<file path="src/rtl/rwl_pkg.sv">
// Shared types, constants and codes of the readers-writer lock manager.
package rwl_pkg;

    localparam int NUM_SHARDS = 16;
    localparam int COUNT_BITS = 8;
    localparam int SHARD_W    = 4;
    localparam int ADDR_W     = (NUM_SHARDS > 1) ? $clog2(NUM_SHARDS) : 1;

    typedef enum logic [1:0] {
        CMD_BEGIN_READ  = 2'd0,
        CMD_END_READ    = 2'd1,
        CMD_BEGIN_WRITE = 2'd2,
        CMD_END_WRITE   = 2'd3
    } rwl_cmd_t;

    typedef enum logic [1:0] {
        ST_GRANTED  = 2'd0,
        ST_QUEUED   = 2'd1,
        ST_RELEASED = 2'd2,
        ST_ERROR    = 2'd3
    } rwl_status_t;

    typedef enum logic [1:0] {
        WAKE_NONE   = 2'd0,
        WAKE_READER = 2'd1,
        WAKE_WRITER = 2'd2
    } rwl_wake_t;

    typedef logic [COUNT_BITS-1:0] rwl_count_t;

    typedef struct packed {
        rwl_cmd_t           cmd;
        logic [SHARD_W-1:0] shard;
    } rwl_in_t;

    typedef struct packed {
        logic [SHARD_W-1:0] shard_out;
        rwl_status_t        status;
        rwl_wake_t          wake;
    } rwl_out_t;

    // One shard's lock state as kept in the RAM.
    typedef struct packed {
        rwl_count_t reader_count;
        logic       writer_active;
        rwl_count_t readers_waiting;
        rwl_count_t writers_waiting;
    } rwl_entry_t;

    localparam int ENTRY_W = $bits(rwl_entry_t);

    // Outcome of one lock command on one entry.
    typedef struct packed {
        rwl_entry_t  entry;
        logic        write;
        rwl_status_t status;
        rwl_wake_t   wake;
    } rwl_upd_t;

endpackage

</file>
<file path="src/rtl/rwl_ram.sv">
// Generic single-write, single-read RAM with registered read data.
module rwl_ram #(
    parameter int WIDTH = 8,
    parameter int DEPTH = 16,
    parameter int AW    = (DEPTH > 1) ? $clog2(DEPTH) : 1
) (
    input  logic             aclk,
    input  logic             rd_en,
    input  logic [AW-1:0]    rd_addr,
    output logic [WIDTH-1:0] rd_data,
    input  logic             wr_en,
    input  logic [AW-1:0]    wr_addr,
    input  logic [WIDTH-1:0] wr_data
);

    logic [WIDTH-1:0] mem [DEPTH];

    always_ff @(posedge aclk) begin
        if (wr_en) begin
            mem[wr_addr] <= wr_data;
        end
        if (rd_en) begin
            rd_data <= mem[rd_addr];
        end
    end

endmodule

</file>
<file path="src/rtl/rwl_update.sv">
// Lock command evaluation: next shard state, status and wake code.
module rwl_update (
    input  rwl_pkg::rwl_cmd_t   cmd,
    input  logic                shard_ok,
    input  rwl_pkg::rwl_entry_t entry,
    output rwl_pkg::rwl_upd_t   upd
);

    localparam rwl_pkg::rwl_count_t CNT_MAX = '1;
    localparam rwl_pkg::rwl_count_t CNT_ONE = rwl_pkg::rwl_count_t'(1);

    always_comb begin
        upd.entry  = entry;
        upd.status = rwl_pkg::ST_ERROR;
        upd.wake   = rwl_pkg::WAKE_NONE;
        if (shard_ok) begin
            case (cmd)
                rwl_pkg::CMD_BEGIN_READ: begin
                    if (entry.writer_active || entry.writers_waiting != '0) begin
                        if (entry.readers_waiting != CNT_MAX) begin
                            upd.entry.readers_waiting = entry.readers_waiting + CNT_ONE;
                            upd.status = rwl_pkg::ST_QUEUED;
                        end
                    end else if (entry.reader_count != CNT_MAX) begin
                        upd.entry.reader_count = entry.reader_count + CNT_ONE;
                        upd.status = rwl_pkg::ST_GRANTED;
                    end
                end
                rwl_pkg::CMD_END_READ: begin
                    if (entry.reader_count != '0) begin
                        upd.entry.reader_count = entry.reader_count - CNT_ONE;
                        // last reader out hands the lock to a waiting writer
                        if (entry.reader_count == CNT_ONE && entry.writers_waiting != '0) begin
                            upd.entry.writer_active   = 1'b1;
                            upd.entry.writers_waiting = entry.writers_waiting - CNT_ONE;
                            upd.wake = rwl_pkg::WAKE_WRITER;
                        end
                        upd.status = rwl_pkg::ST_RELEASED;
                    end
                end
                rwl_pkg::CMD_BEGIN_WRITE: begin
                    if (entry.writer_active || entry.reader_count != '0 ||
                        entry.readers_waiting != '0 || entry.writers_waiting != '0) begin
                        if (entry.writers_waiting != CNT_MAX) begin
                            upd.entry.writers_waiting = entry.writers_waiting + CNT_ONE;
                            upd.status = rwl_pkg::ST_QUEUED;
                        end
                    end else begin
                        upd.entry.writer_active = 1'b1;
                        upd.status = rwl_pkg::ST_GRANTED;
                    end
                end
                default: begin
                    if (entry.writer_active) begin
                        if (entry.readers_waiting != '0) begin
                            // readers take precedence after a write
                            if (entry.reader_count != CNT_MAX) begin
                                upd.entry.writer_active   = 1'b0;
                                upd.entry.reader_count    = entry.reader_count + CNT_ONE;
                                upd.entry.readers_waiting = entry.readers_waiting - CNT_ONE;
                                upd.wake   = rwl_pkg::WAKE_READER;
                                upd.status = rwl_pkg::ST_RELEASED;
                            end
                        end else if (entry.writers_waiting != '0) begin
                            upd.entry.writers_waiting = entry.writers_waiting - CNT_ONE;
                            upd.wake   = rwl_pkg::WAKE_WRITER;
                            upd.status = rwl_pkg::ST_RELEASED;
                        end else begin
                            upd.entry.writer_active = 1'b0;
                            upd.status = rwl_pkg::ST_RELEASED;
                        end
                    end
                end
            endcase
        end
        // errors leave the shard untouched
        upd.write = (upd.status != rwl_pkg::ST_ERROR);
    end

endmodule

</file>
<file path="src/rtl/readers_writer_lock_manager.sv">
// Top level of the per-shard readers-writer lock manager.
//
//  channel | dir | handshake          | payload
//  --------+-----+--------------------+----------------------------------
//  s_      | in  | s_valid / s_ready  | s_data: cmd, shard
//  m_      | out | m_valid / m_ready  | m_data: shard_out, status, wake
//
// Sustained rate is one item per cycle while m_ready stays high. An accepted item is
// registered in the update stage, and its result then loads into the output register
// that drives m_valid. This follows from the shard RAM's read-modify-write: read in
// the accept cycle, update and write back as the item leaves the update stage,
// with a forward register covering an item that hits the shard just written.
// Reset clears per-shard valid bits at once; an entry not yet written reads as
// zero, so no clearing pass is needed and items are taken right after reset.
// A stalled m_ready holds the item in the update stage and drops s_ready.
module readers_writer_lock_manager (
    input  logic             aclk,
    input  logic             aresetn,
    input  logic             s_valid,
    output logic             s_ready,
    input  rwl_pkg::rwl_in_t s_data,
    output logic             m_valid,
    input  logic             m_ready,
    output rwl_pkg::rwl_out_t m_data
);

    localparam int AW = rwl_pkg::ADDR_W;

    // Update stage: the item whose entry read is in flight
    logic                       busy_reg, busy_next;
    rwl_pkg::rwl_in_t           item_reg;
    logic                       rd_vld_reg;
    logic                       fwd_hit_reg;
    rwl_pkg::rwl_entry_t        fwd_reg;

    // Output register
    logic                       m_valid_reg;
    rwl_pkg::rwl_out_t          m_data_reg;

    // Per-shard "written since reset" flags
    logic [rwl_pkg::NUM_SHARDS-1:0] vld_reg;

    logic                       accept;
    logic                       out_free;
    logic                       exec;
    logic [AW-1:0]              addr_in;
    logic [AW-1:0]              addr_cur;
    logic                       shard_ok;
    logic [rwl_pkg::ENTRY_W-1:0] rd_data;
    rwl_pkg::rwl_entry_t        entry_cur;
    rwl_pkg::rwl_upd_t          upd;

    assign out_free = !m_valid_reg || m_ready;
    assign exec     = busy_reg && out_free;
    assign s_ready  = !busy_reg || out_free;
    assign accept   = s_valid && s_ready;

    assign addr_in  = AW'(s_data.shard);
    assign addr_cur = AW'(item_reg.shard);
    assign shard_ok = (32'(item_reg.shard) < rwl_pkg::NUM_SHARDS);

    // Pick the freshest copy of the entry: forwarded write, RAM, or reset value
    always_comb begin
        if (fwd_hit_reg) begin
            entry_cur = fwd_reg;
        end else if (rd_vld_reg) begin
            entry_cur = rwl_pkg::rwl_entry_t'(rd_data);
        end else begin
            entry_cur = '0;
        end
    end

    assign busy_next = accept ? 1'b1 : (exec ? 1'b0 : busy_reg);

    rwl_ram #(
        .WIDTH (rwl_pkg::ENTRY_W),
        .DEPTH (rwl_pkg::NUM_SHARDS)
    ) u_ram (
        .aclk    (aclk),
        .rd_en   (accept),
        .rd_addr (addr_in),
        .rd_data (rd_data),
        .wr_en   (exec && upd.write),
        .wr_addr (addr_cur),
        .wr_data (upd.entry)
    );

    rwl_update u_update (
        .cmd      (item_reg.cmd),
        .shard_ok (shard_ok),
        .entry    (entry_cur),
        .upd      (upd)
    );

    always_ff @(posedge aclk) begin
        if (!aresetn) begin
            busy_reg    <= 1'b0;
            m_valid_reg <= 1'b0;
            vld_reg     <= '0;
            fwd_hit_reg <= 1'b0;
        end else begin
            busy_reg <= busy_next;
            // Capture a new item and note whether it needs the entry written now
            if (accept) begin
                item_reg    <= s_data;
                rd_vld_reg  <= vld_reg[addr_in];
                fwd_hit_reg <= exec && upd.write && (addr_in == addr_cur);
                fwd_reg     <= upd.entry;
            end
            // Advance the update stage into the output register
            if (exec) begin
                m_valid_reg          <= 1'b1;
                m_data_reg.shard_out <= item_reg.shard;
                m_data_reg.status    <= upd.status;
                m_data_reg.wake      <= upd.wake;
                if (upd.write) begin
                    vld_reg[addr_cur] <= 1'b1;
                end
            end else if (m_ready) begin
                m_valid_reg <= 1'b0;
            end
        end
    end

    assign m_valid = m_valid_reg;
    assign m_data  = m_data_reg;

endmodule

</file>
<file path="config.mk">
export PLATFORM = sky130hd
export DESIGN_NAME = readers_writer_lock_manager
export DESIGN_NICKNAME = d
export VERILOG_FILES = /design/src/rtl/rwl_pkg.sv /design/src/rtl/rwl_ram.sv /design/src/rtl/rwl_update.sv /design/src/rtl/readers_writer_lock_manager.sv
export SDC_FILE = /design/constraint.sdc
export NUM_CORES = 1
export LEC_CHECK = 0
export BUFFER_PORTS_ARGS = -buffer_cell sky130_fd_sc_hd__buf_4
export CORE_MARGIN = 8
export CORE_UTILIZATION = 25
export DETAILED_ROUTE_END_ITERATION = 12
export GPL_ROUTABILITY_DRIVEN = 0
export PLACE_DENSITY_LB_ADDON = 0.1
export SLEW_MARGIN = 0
export SYNTH_ARGS = -nofsm -noshare
export SYNTH_HDL_FRONTEND = slang
export SYNTH_SLANG_ARGS = --single-unit
</file>
<file path="constraint.sdc">
create_clock -name aclk -period 8.6 [get_ports aclk]
set_input_delay 0.43 -clock aclk [delete_from_list [all_inputs] [get_ports aclk]]
set_output_delay 0.43 -clock aclk [all_outputs]
set_load 0.02 [all_outputs]
</file>
== Yosys cells after proc, flatten, opt, wreduce, memory -nomap -nowiden ==
Memory sizes are Yosys's and may differ from the RTL's. A register that Yosys moved wholly into a read port is not among the register bits.
Cells that the tools add are included.
Widths: inputs -> output; s select.

* Memory bits (writable): 400
* Memories kept: 1
* Register bits: 59

{| class="wikitable"
|+ Memories
! memory !! words !! bits a word !! read ports !! clocked after memory_dff !! write ports !! RTL line !! RTL
|-
| u_ram.mem || 16 || 25 || 1 || 1 || 1 || rwl_ram.sv:16 || <nowiki>logic [WIDTH-1:0] mem [DEPTH];</nowiki>
|}

* Add/sub/neg operators: 6
* Equality and inequality tests: 8
* Bitwise operators: 1
* Muxes and demuxes: 48
* Reductions and logical operators: 25
* Magnitude comparators: 3

{| class="wikitable"
|+ Operator list
! kind !! count
|-
| $mux 8 || 12
|-
| $mux 25 || 3
|-
| $pmux 8 s3 || 2
|-
| $add 8x1->8 const B || 3
|-
| $ne 8x8->1 const B || 3
|-
| $reduce_bool 8->1 || 3
|-
| $sub 8x1->8 const B || 3
|-
| $mux 17 || 1
|-
| $or 16x16->16 || 1
|-
| $pmux 8 s2 || 1
|-
| $mux 2 || 7
|-
| $mux 1 || 12
|-
| $lt 4x5->1 const B || 2
|-
| $mux 9 || 1
|-
| $eq 8x1->1 const B || 1
|-
| $mux 4 || 2
|-
| $logic_and 1x1->1 || 6
|-
| $logic_or 1x1->1 || 6
|-
| $mux 3 || 2
|-
| $pmux 2 s3 || 1
|-
| $reduce_and 2->1 || 3
|-
| $bmux 1 s4 || 1
|-
| $demux 1 s4 || 1
|-
| $eq 4x4->1 || 1
|-
| other kinds (10) || 13
|}

== Logic depth before layout (Yosys ltp) ==
* Word-level depth: 12
* Mapped depth: 15

== By module ==
Synthesis repeated with hierarchy kept, for this count alone.

* Cell total of the unflattened synthesis: 1198
* Area, all modules: 20365.8 um^2

{| class="wikitable"
|+ Modules (own cells, without submodules)
! module !! cells each !! times used !! area an instance (um^2)
|-
| rwl_ram || 660 || 1 || 15801.4
|-
| readers_writer_lock_manager || 165 || 1 || 2329.7
|-
| rwl_update || 373 || 1 || 2234.6
|}

== Least setup slack after synthesis ==
No wires, ideal clock.

* Path type: register to register
* Start point: register rd_vld_reg
* End point: memory u_ram.mem[10][0] in the netlist's numbering (enable)
* Buffers on the path: 3
* Stages on the path, launching flop included: 15
* Path slack: 3.281 ns
* Period minus slack after synthesis: 5.319 ns
* Arrival: 4.881 ns
* Setup time: 0.438 ns
* Path through: edfxtp_1 nor2b_1 buf_2 buf_2 a22oi_2 inv_1 ha_1 and3_1 a31oi_1 nor4_1 a211o_1 or3_4 a2bb2oi_2 buf_4 nor3_1

{| class="wikitable"
|+ RTL lines
! element !! RTL line !! RTL
|-
| start: declaration || readers_writer_lock_manager.sv:32 || <nowiki>logic rd_vld_reg;</nowiki>
|-
| start signal: assignment || readers_writer_lock_manager.sv:106 || <nowiki>rd_vld_reg <= vld_reg[addr_in];</nowiki>
|-
| end: declaration || rwl_ram.sv:16 ||
|}

== Worst setup path after layout ==
* Start point: register rd_vld_reg
* End point: memory u_ram.mem[7][16] in the netlist's numbering (enable)

* Longest elaborated chain between the ends: 12

{| class="wikitable"
|+ RTL lines
! element !! RTL line !! RTL
|-
| $mux 25 (*) || readers_writer_lock_manager.sv:66 || <nowiki>end else if (rd_vld_reg) begin</nowiki>
|-
| $mux 25 (*) || readers_writer_lock_manager.sv:64 || <nowiki>if (fwd_hit_reg) begin</nowiki>
|-
| branches (longest 5 deep; another with $ne 8x8->1) || n/a ||
|-
| $pmux 2 s3 (*) || rwl_update.sv:17 || <nowiki>case (cmd)</nowiki>
|-
| $ne 2x2->1 (*) || rwl_update.sv:77 || <nowiki>upd.write = (upd.status != rwl_pkg::ST_ERROR);</nowiki>
|-
| $logic_and 1x1->1 (*) || readers_writer_lock_manager.sv:83 || <nowiki>.wr_en (exec && upd.write),</nowiki>
|-
| $mux 1 (*) || rwl_ram.sv:19 || <nowiki>if (wr_en) begin</nowiki>
|-
| $mux 1 (not written as such) (*) || rwl_ram.sv:20 || <nowiki>mem[wr_addr] <= wr_data;</nowiki>
|}

Every way passes the cells marked *.

==> impl_metrics.toml <==
[synth]
synth_ff_type = "sky130_fd_sc_hd__edfxtp_1"
cell_types_with_the_largest_area_share_after_synthesis = "sky130_fd_sc_hd__edfxtp_1 68%, sky130_fd_sc_hd__mux4_2 14%, sky130_fd_sc_hd__dfxtp_1 1.8%"
mappedNetlistArea_um2 = 20600
per_instance_average_area_after_synthesis_um2 = 17.6
postSynthRegisterBits = 484
synth.net_count = 1190
synth_largest_area_cell = "sky130_fd_sc_hd__edfxtp_1"
synth_warnings = 0
synth-async-reset-ratio_pct = 0
yosysSeqAreaShare_pct = 69.6
synth_top_area_share_pct = 67.8
syn_inst = 1168
synth-edff-count = 465
post_synth_num_cell_types = 69

[finish]
largest_register_ffs = 400
post_route_cells_drive_above_1_share_pct = 24.3
filler_instances = 8081
layout.area.seq_um2 = 14300
finalNetCount = 1241
mostFrequentLayoutCell = "sky130_fd_sc_hd__edfxtp_1"
final_core_utilization_pct = 29.3
areaGrowthSynthToFinish_pct = 16.6
multi_input_logic_area_um2 = 6080
layout_common_cells = "465 x sky130_fd_sc_hd__edfxtp_1, 130 x sky130_fd_sc_hd__mux4_2, 69 x sky130_fd_sc_hd__nand2_1"

[sta]
finalSetupTns_ns = 0
worstMarginPinSlew_ns = 1.12
number_of_pins_exceeding_their_max_slew_limit_in_the_final_report = 0
grt_setup_unrepaired = "no"
fmaxAchievable_mhz = 184
timing.max_slew.rel_slack_pct = 25.0
final-hold-violation-count = 0
final_min_period_over_clock_period_pct = 63.0
fin_ws_ns = 3.18
clock_skew_ns = 0.0289
period_minus_slack_ns = 5.42
final-setup-viol-count = 0

[grt]
total_routing_usage_gr_pct = 12.2
grt_pass1_vias = 11200
grt_max_degree = 81
antenna_found_initial = 5
grt_overflow_total = 0
wire_length_of_the_first_global_routing_pass_um = 82500

[die]
rows = 105
placeableCoreArea_um2 = 81800
die_x_um = 303
die_h_um = 303
initial_core_util_pct = 25.2
io-pin-count = 20
die-area_um2 = 91900

[worst_setup_path]
worstSetupEndpointType = "register"
crit-reg2reg-capture = "u_ram.mem[7][16]"
regToRegSetupSlack_ns = 3.18
critPathKind = "register to register"
worst_r2r_startpoint = "rd_vld_reg"
critPathRequiredTime_ns = 8.90
cp-startpoint = "rd_vld_reg"
worst_ep_arrival_time_ns = 5.73
timing.critical_path.from_type = "register"
crit_path_max_fanout = 21
r2r_cells = 13

[placement]
placement.io_buffers = 19
detailedPlace.worstSlack_ns = 3.24
dp_hpwl_um = 36800

[route]
wire_per_inst_um = 24.0
via_count = 11000
post_drt_via_cell_ratio = 4.72
route.detailed.drc = 0
detail-route-antenna-nets = 0
detailedRoute.firstPassIterationCount = 5
number_of_design_rule_violations_left_by_the_first_detailed_router_iteration = 873
drt-total-wl_um = 56000

[hold_path]
worst_hold_startpoint = "s_valid"
worstHoldEndpoint = "busy_reg"
hold-path-cell-count = 3
min_path_type = "input pin to register"

[clocking]
cts_hold_buffers = 2
htreeDepth = 2
clock_tree.buffer_depth = 3
postCtsSetupRepairBufs = 0
clock_tree_from_tritoncts = "built"
clkSlewWorstSetupHoldPaths_ns = 0.06
clkSinkCount = 484
clockRootBuffer = "sky130_fd_sc_hd__clkbuf_16"
worst_skew_late_latency_ns = 0.61
cts-resized-gates = 0
cts_buffers = 53

[pwr]
worst_ir_drop_vdd_mv = 0.138
total_leakage_power_nw = 7.45
pwr_density_cell_nw_per_um2 = 220

[flow_run]
drv.max_cap_violation_count = 0

[run_status]
outcome = "completed"
area by class of cell:
type / instances / area share (%)
sequential: 484 / 59.7
timing repair buffer: 68 / 2.21
antenna: 1 / 0.0104
multi-input combinational: 594 / 25.3
clock buffer: 71 / 5.84
inverter: 18 / 0.281
tap: 1070 / 5.57
clock inverter: 26 / 1.06
cell families after synthesis:
group | count (synthesis) | synth area share (%)
flops | 484 | 69.6
simple gates | 224 | 5.68
compound gates | 189 | 6.24
mux | 138 | 14.6
buf+inv | 90 | 1.80
xor+xnor | 31 | 1.32
fa+ha+maj | 12 | 0.729
layer usage:
layer,global-route usage (%),wire [um],vias up
met5,0,0,-
met4,2.57,841,0
met3,1.85,2310,56
met2,17.1,23000,226
met1,19.6,29800,5816
li1,-,-,4915
power by group:
group / internal (W) / switching [W]
Combinational: 0.000135 / 0.000271
Clock: 0.00126 / 0.000933
Sequential: 0.00266 / 0.0000200
Total: 0.00405 / 0.00122
worst max-delay path, cell delays in order (launching register included):
cell and delay [ns]:
sky130_fd_sc_hd__edfxtp_1 0.34, sky130_fd_sc_hd__nor2b_2 0.77, sky130_fd_sc_hd__buf_4 0.29, sky130_fd_sc_hd__a22o_1 0.31, sky130_fd_sc_hd__ha_1 0.28, sky130_fd_sc_hd__nand2_1 0.06, sky130_fd_sc_hd__o21ai_0 0.45, sky130_fd_sc_hd__nand3_1 0.56
sky130_fd_sc_hd__a31oi_1 0.40, sky130_fd_sc_hd__o31ai_1 0.18, sky130_fd_sc_hd__a2bb2oi_4 0.48, sky130_fd_sc_hd__buf_4 0.48, sky130_fd_sc_hd__nor3_2 0.16, sky130_fd_sc_hd__buf_4 0.29
worst max path at each step:
| stage | endpoint | slack (ns) | cells past startpoint |
|---|---|---|---|
| after CTS | u_ram.mem[7][16] | 3.21 | 13 |
| final | u_ram.mem[7][16] | 3.18 | 13 |
| after global routing | u_ram.mem[7][16] | 2.84 | 13 |
| after global placement | u_ram.mem[7][11] | 3.37 | 13 |
| after floorplan | u_ram.mem[10][0] | 3.28 | 14 |
| after detailed placement | u_ram.mem[7][12] | 3.24 | 13 |
Yosys cell counts (all sizes together), types with 3 or more instances:
cell / n
o21a: 5
buf: 28
mux4: 130
a21o: 4
clkbuf: 44
nand2: 69
xnor2: 20
a21oi: 30
inv: 18
and3: 4
a22oi: 16
a41oi: 3
a22o: 14
a221oi: 7
a221o: 3
mux2i: 6
nor2b: 8
dfxtp: 19
and2: 5
o21ai: 49
nor3: 24
o211ai: 6
nor4: 14
nor2: 39
or3: 3
o31ai: 20
ha: 12
nand3: 26
nand2b: 8
a211oi: 5
xor2: 11
a31oi: 9
edfxtp: 465
nand4: 10
through the flow:
step | std cells | total power (W) | cell area (um2) | hold WS (ns)
floorplan | 1168 | 0.00296 | 20600 | 0.420
global placement | 2232 | 0.00313 | 22300 | 0.433
detailed placement | 2232 | 0.00314 | 22300 | 0.439
CTS | 2331 | 0.00537 | 24000 | 0.0138
global route | 2331 | 0.00549 | 24000 | 0.0407
finish | 2332 | 0.00528 | 24000 | 0.0602
Note: power is estimated with default switching activity, not from simulation.
